===== src/rtl/frq_pkg.sv =====
// Shared constants, codes and types for the frame record/replay queue.
package frq_pkg;

  localparam int MAX_FRAMES       = 64;
  localparam int MAX_FRAME_PIXELS = 4096;
  localparam int PIXEL_BITS       = 24;

  localparam int SLOT_BITS = $clog2(MAX_FRAMES);
  localparam int POS_BITS  = $clog2(MAX_FRAME_PIXELS);
  localparam int ADDR_BITS = SLOT_BITS + POS_BITS;
  localparam int HELD_BITS = 7;
  localparam int LEN_BITS  = 13;
  localparam int CFG_BITS  = 13;

  localparam logic [HELD_BITS-1:0] CAP_RESET = HELD_BITS'(50);
  localparam logic [LEN_BITS-1:0]  LEN_RESET = LEN_BITS'(MAX_FRAME_PIXELS);

  // register indexes
  localparam logic REG_CAPACITY     = 1'b0;
  localparam logic REG_FRAME_PIXELS = 1'b1;

  // frame modes
  localparam logic [1:0] MODE_PASS   = 2'd0;
  localparam logic [1:0] MODE_RECORD = 2'd1;
  localparam logic [1:0] MODE_REPLAY = 2'd2;

  // per-pixel decision from the frame control
  typedef struct packed {
    logic [1:0]           mode;
    logic                 overflow;
    logic [HELD_BITS-1:0] frames_held;
    logic                 flag_missing;
    logic                 end_of_frame;
    logic [ADDR_BITS-1:0] addr;
  } frq_item_t;

endpackage


===== src/rtl/frq_ctrl.sv =====
// Frame control: config registers, frame mode decision, ring pointers and pixel position.
module frq_ctrl (
  input  logic                            clk,
  input  logic                            rst,
  input  logic                            cfg_wr_en,
  input  logic                            cfg_index,
  input  logic [frq_pkg::CFG_BITS-1:0]    cfg_wdata,
  input  logic                            accept,
  input  logic                            record_flag,
  input  logic                            flag_present,
  output frq_pkg::frq_item_t              item
);

  logic [frq_pkg::HELD_BITS-1:0] capacity_frames;
  logic [frq_pkg::LEN_BITS-1:0]  frame_pixels;
  logic [frq_pkg::SLOT_BITS-1:0] oldest_slot, oldest_slot_next;
  logic [frq_pkg::HELD_BITS-1:0] frames_held, frames_held_next;
  logic [frq_pkg::POS_BITS-1:0]  pixel_position, pixel_position_next;
  logic [1:0]                    frame_mode;
  logic                          ovf_latched, missing_latched;
  logic [frq_pkg::HELD_BITS-1:0] held_after;
  logic [frq_pkg::SLOT_BITS-1:0] write_slot;

  logic                          start;
  logic [frq_pkg::HELD_BITS-1:0] cap;
  logic [frq_pkg::LEN_BITS-1:0]  len;
  logic [1:0]                    s_mode, mode;
  logic                          s_ovf, s_miss, ovf, miss;
  logic [frq_pkg::HELD_BITS-1:0] s_held, held_now;
  logic [frq_pkg::SLOT_BITS-1:0] s_wslot, wslot;
  logic                          last;
  logic [frq_pkg::LEN_BITS-1:0]  pos_plus;

  always_comb begin
    cap = capacity_frames;
    if (capacity_frames > frq_pkg::HELD_BITS'(frq_pkg::MAX_FRAMES)) begin
      cap = frq_pkg::HELD_BITS'(frq_pkg::MAX_FRAMES);
    end
    len = frame_pixels;
    if (frame_pixels == '0) begin
      len = frq_pkg::LEN_BITS'(1);
    end else if (frame_pixels > frq_pkg::LEN_BITS'(frq_pkg::MAX_FRAME_PIXELS)) begin
      len = frq_pkg::LEN_BITS'(frq_pkg::MAX_FRAME_PIXELS);
    end
  end

  // decision taken at the first pixel of a frame
  always_comb begin
    s_mode  = frq_pkg::MODE_PASS;
    s_ovf   = 1'b0;
    s_miss  = 1'b0;
    s_held  = frames_held;
    s_wslot = frq_pkg::SLOT_BITS'(oldest_slot + frames_held[frq_pkg::SLOT_BITS-1:0]);
    if (!flag_present) begin
      s_miss = 1'b1;
    end else if (record_flag) begin
      if (cap == '0) begin
        s_ovf = 1'b1;
      end else if (frames_held < cap) begin
        s_mode = frq_pkg::MODE_RECORD;
        s_held = frames_held + frq_pkg::HELD_BITS'(1);
      end else begin
        // ring full: append at the tail, drop the oldest at frame end
        s_mode = frq_pkg::MODE_RECORD;
        s_ovf  = 1'b1;
      end
    end else if (frames_held != '0) begin
      s_mode = frq_pkg::MODE_REPLAY;
      s_held = frames_held - frq_pkg::HELD_BITS'(1);
    end
  end

  assign start    = (pixel_position == '0);
  assign mode     = start ? s_mode  : frame_mode;
  assign ovf      = start ? s_ovf   : ovf_latched;
  assign miss     = start ? s_miss  : missing_latched;
  assign held_now = start ? s_held  : held_after;
  assign wslot    = start ? s_wslot : write_slot;
  assign pos_plus = {1'b0, pixel_position} + frq_pkg::LEN_BITS'(1);
  assign last     = (pos_plus >= len);

  always_comb begin
    item.mode         = mode;
    item.overflow     = ovf;
    item.frames_held  = held_now;
    item.flag_missing = miss;
    item.end_of_frame = last;
    if (mode == frq_pkg::MODE_REPLAY) begin
      item.addr = {oldest_slot, pixel_position};
    end else begin
      item.addr = {wslot, pixel_position};
    end
  end

  always_comb begin
    oldest_slot_next    = oldest_slot;
    frames_held_next    = frames_held;
    pixel_position_next = pos_plus[frq_pkg::POS_BITS-1:0];
    if (last) begin
      pixel_position_next = '0;
      if (mode == frq_pkg::MODE_REPLAY || (mode == frq_pkg::MODE_RECORD && ovf)) begin
        oldest_slot_next = oldest_slot + frq_pkg::SLOT_BITS'(1);
      end
      if (mode != frq_pkg::MODE_PASS) begin
        frames_held_next = held_now;
      end
    end
  end

  always_ff @(posedge clk) begin
    if (rst) begin
      capacity_frames <= frq_pkg::CAP_RESET;
      frame_pixels    <= frq_pkg::LEN_RESET;
      oldest_slot     <= '0;
      frames_held     <= '0;
      pixel_position  <= '0;
      frame_mode      <= frq_pkg::MODE_PASS;
      ovf_latched     <= 1'b0;
      missing_latched <= 1'b0;
      held_after      <= '0;
      write_slot      <= '0;
    end else begin
      if (cfg_wr_en) begin
        unique case (cfg_index)
          frq_pkg::REG_CAPACITY:
            capacity_frames <= cfg_wdata[frq_pkg::HELD_BITS-1:0];
          frq_pkg::REG_FRAME_PIXELS:
            frame_pixels <= cfg_wdata[frq_pkg::LEN_BITS-1:0];
          default: ;
        endcase
      end
      if (accept) begin
        oldest_slot    <= oldest_slot_next;
        frames_held    <= frames_held_next;
        pixel_position <= pixel_position_next;
        if (start) begin
          ovf_latched     <= s_ovf;
          missing_latched <= s_miss;
          held_after      <= s_held;
          write_slot      <= s_wslot;
        end
        frame_mode <= last ? frq_pkg::MODE_PASS : mode;
      end
    end
  end

endmodule


===== config.mk =====
export PLATFORM = sky130hd
export DESIGN_NAME = frq_ctrl
export DESIGN_NICKNAME = d
export VERILOG_FILES = /design/src/rtl/frq_pkg.sv /design/src/rtl/frq_ctrl.sv
export SDC_FILE = /design/constraint.sdc
export NUM_CORES = 1
export LEC_CHECK = 0
export ABC_CLOCK_PERIOD_IN_PS = 7600
export BUFFER_PORTS_ARGS = -buffer_cell sky130_fd_sc_hd__buf_2
export CORE_UTILIZATION = 55
export DETAILED_ROUTE_END_ITERATION = 8
export PLACE_DENSITY = 0.73
export SYNTH_ARGS = -nofsm -noshare
export SYNTH_HDL_FRONTEND = slang
export SYNTH_SLANG_ARGS = --single-unit

===== constraint.sdc =====
create_clock -name clk -period 7.6 [get_ports clk]
set_input_delay 1.14 -clock clk [delete_from_list [all_inputs] [get_ports clk]]
set_output_delay 1.14 -clock clk [all_outputs]
set_load 0.1 [all_outputs]

==> impl_metrics.ini <==
[sta]
fmax_mhz = 204
finalSetupTns_ns = 0
rsz0062_at_grt = no
post-route-period-util_pct = 64.5
finalSetupViolCount = 0
hold_slack_ns = 0.455
slew_violations = 0
fin_skew_ns = 0.00513
finalWorstSetupSlack_ns = 2.70
relSlewSlack_pct = 28.8
period_minus_slack_ns = 4.90
hold_viol_final = 0
max_slew.worst_pin.slew_ns = 1.06

[critical_path]
cp_common_cell = and3_1
max_stage_delay_ns = 0.47
cp.required_ns = 6.46
crit_arrival_ns = 3.76
path_cells = ha_1 > and3_1 > and3_1 > and3_1 > and3_1 > xor2_1 > ha_1 > nand4_1 > nor4_1 > a211oi_1 > o311ai_1 > buf_4 > buf_2
start_kind = flop
crit_path_end_kind = output pin
timing.rr.start = pixel_position[0]
worstReg2RegEnd = oldest_slot[3]
rr_worst_depth = 15
critPathKind = reg2out
r2r_setup_slack_ns = 3.58
cp_max_fo = 15
slowest_stage = dfxtp_1

[power]
p_leak_nw = 1.99
power_uw = 878
peakVddDrop_uv = 109
pwr_density_cell_mw_per_mm2 = 193

[flow_run]
maxCapViolCount = 0

[clock_network]
postCtsResizedCells = 0
cts_tree = built
cts_buffers = 9
cts.root.buffer_cell = clkbuf_8
h-tree-depth = 3
cts.sinks = 62
clk_path_buf_depth = 2
clkTransAtPathRegs_ns = 0.07
cts_hold_buffers = 0
clock_latency_ns = 0.34
postCtsSetupBuffers = 0

[run_status]
outcome = complete, but fails checks
violations = DRC

[synth]
synth_cell_types = 56
async_flop_share_pct = 0
avgSynthCellArea_um2 = 7.49
synth.top_cell.area_share_pct = 30.1
yosysMostFrequentCell = nand2_1
synth_common_cells = nand2_1, dfxtp_1, nor2_1, a21oi_1, ha_1
synth-seq-area-share_pct = 30.1
synth_nets = 601
synth_flop_cell = dfxtp_1
netlist_instances = 550
yosysTopAreaCell = dfxtp_1
synthesis.yosys.warnings = 0
syn_area_mm2 = 0.00412
ys_top_cells_by_area = dfxtp_1, nand2_1, ha_1
ys_ff_latch = 62
synth-edff-count = 0

[floorplanning]
coreArea_mm2 = 0.00725
start_util_pct = 56.8
dieWidth_um = 88.5
core.rowCount = 31
dieArea_mm2 = 0.00784
pin_count = 50
fp.dieH_um = 88.5

[drt]
ant_nets = 0
vias = 4123
first_iter_violations = 245
routedWlPerCell_um = 15.2
drcViolationCount = 2
drt-pass1-iter-count = 7
viasPerCell = 6.03
wl_mm = 10.4

[global_route]
grt_pass1_wl_mm = 16.8
grt_max_degree = 67
antenna_found_initial = 0
grt.total_usage_pct = 28.0
first_global_vias = 3637
grt.overflow.total = 0

[final_layout]
nNetsFinal = 631
instances_no_fill = 684
final_area_mm2 = 0.00455
diodes = 0
utilization_pct = 62.7
area_growth_pct = 10.5
drive_above_1_share_pct = 13.0

[placed_design]
placed_cells = 668
dp_slack_ns = 3.15
dpl_cell_area_mm2 = 0.00436
io_buffer_count = 49
routabilityCongestion = 0.874
hpwl_mm = 7.21

[min_path]
hold_path_startpoint = write_slot[3]
hold_path_depth = 2
hold_path_class = reg2reg
holdPathEnd = write_slot[3]
how the worst max path moves through the flow:
stage                      startpoint  endpoint  slack, ns  depth (start not counted)
floorplan           pixel_position[0]  item[13]       1.91                          8
global placement    pixel_position[0]  item[18]       3.24                         13
detailed placement  pixel_position[0]  item[18]       3.15                         13
CTS                 pixel_position[0]  item[18]       2.72                         13
global route        pixel_position[0]  item[18]       2.45                         13
finish              pixel_position[0]  item[18]       2.70                         13
area by class of cell:
class | count | area, um^2
Fill cell | 715 | 2700
Multi-Input combinational cell | 438 | 2670
Sequential cell | 62 | 1240
Timing Repair Buffer | 52 | 268
Clock buffer | 13 | 169
Tap cell | 99 | 124
Inverter | 17 | 63.8
Clock inverter | 3 | 17.5
cells by family after synthesis:
group	count (synthesis)	share of synthesized area, %
AO/OA/AOI/OAI	136	21.0
multiplexers	5	1.28
AND/OR/NAND/NOR	249	29.2
XOR/XNOR	17	3.62
buffers and inverters	50	5.20
flip-flops	62	30.1
adder cells (fa/ha/maj)	31	9.60
critical path: cells and delay by family (launching register included):
| kind | cells | cell delay (ns) |
|---|---|---|
| and+or+nand+nor | 6 | 1.38 |
| buffers and inverters | 2 | 0.69 |
| adders and majority gates | 2 | 0.59 |
| DFF | 1 | 0.47 |
| AOI/OAI and AO/OA | 2 | 0.16 |
| xor gates and xnor gates | 1 | 0.11 |
layout by cell type (no fill, tap or decap), types with 6 or more instances in the layout:
cell        n
nor2_1     48
a31oi_1     8
nor3_1      7
buf_2      49
xnor2_1     8
clkbuf_8   12
ha_1       30
nand3_1    18
o21ai_0    28
o31ai_1     7
dfxtp_1    62
nand3b_1   14
and3_1     13
nor4_1      7
nand2_1   102
xor2_1      9
or3_1       6
inv_1      17
a211oi_1   16
a21oi_1    45
or4_1       7
registers in the layout (all words and copies together), names as in the netlist:
signal and cells:
frames_held 7, missing_latched 1, pixel_position 12, write_slot 6, ovf_latched 1, held_after 7
capacity_frames 7, oldest_slot 6, frame_mode 2, frame_pixels 13
where the power goes:
part           internal, mW  leakage, nW  total [mW]  switching [mW]
Combinational        0.0573         1.39       0.254           0.197
Clock                 0.144       0.0954       0.273           0.129
Sequential            0.339        0.505       0.351          0.0117
metal layers:
layer	part of all wire (%)	GRT usage, %	wire length, um	up-vias
li1	-	-	-	2035
met1	49	39.7	5120	1948
met2	44	41.6	4570	118
met3	4.6	4.76	478	22
met4	2.0	12.8	210	0
met5	0	0	0	-
Power figures use the tool's default switching activity.
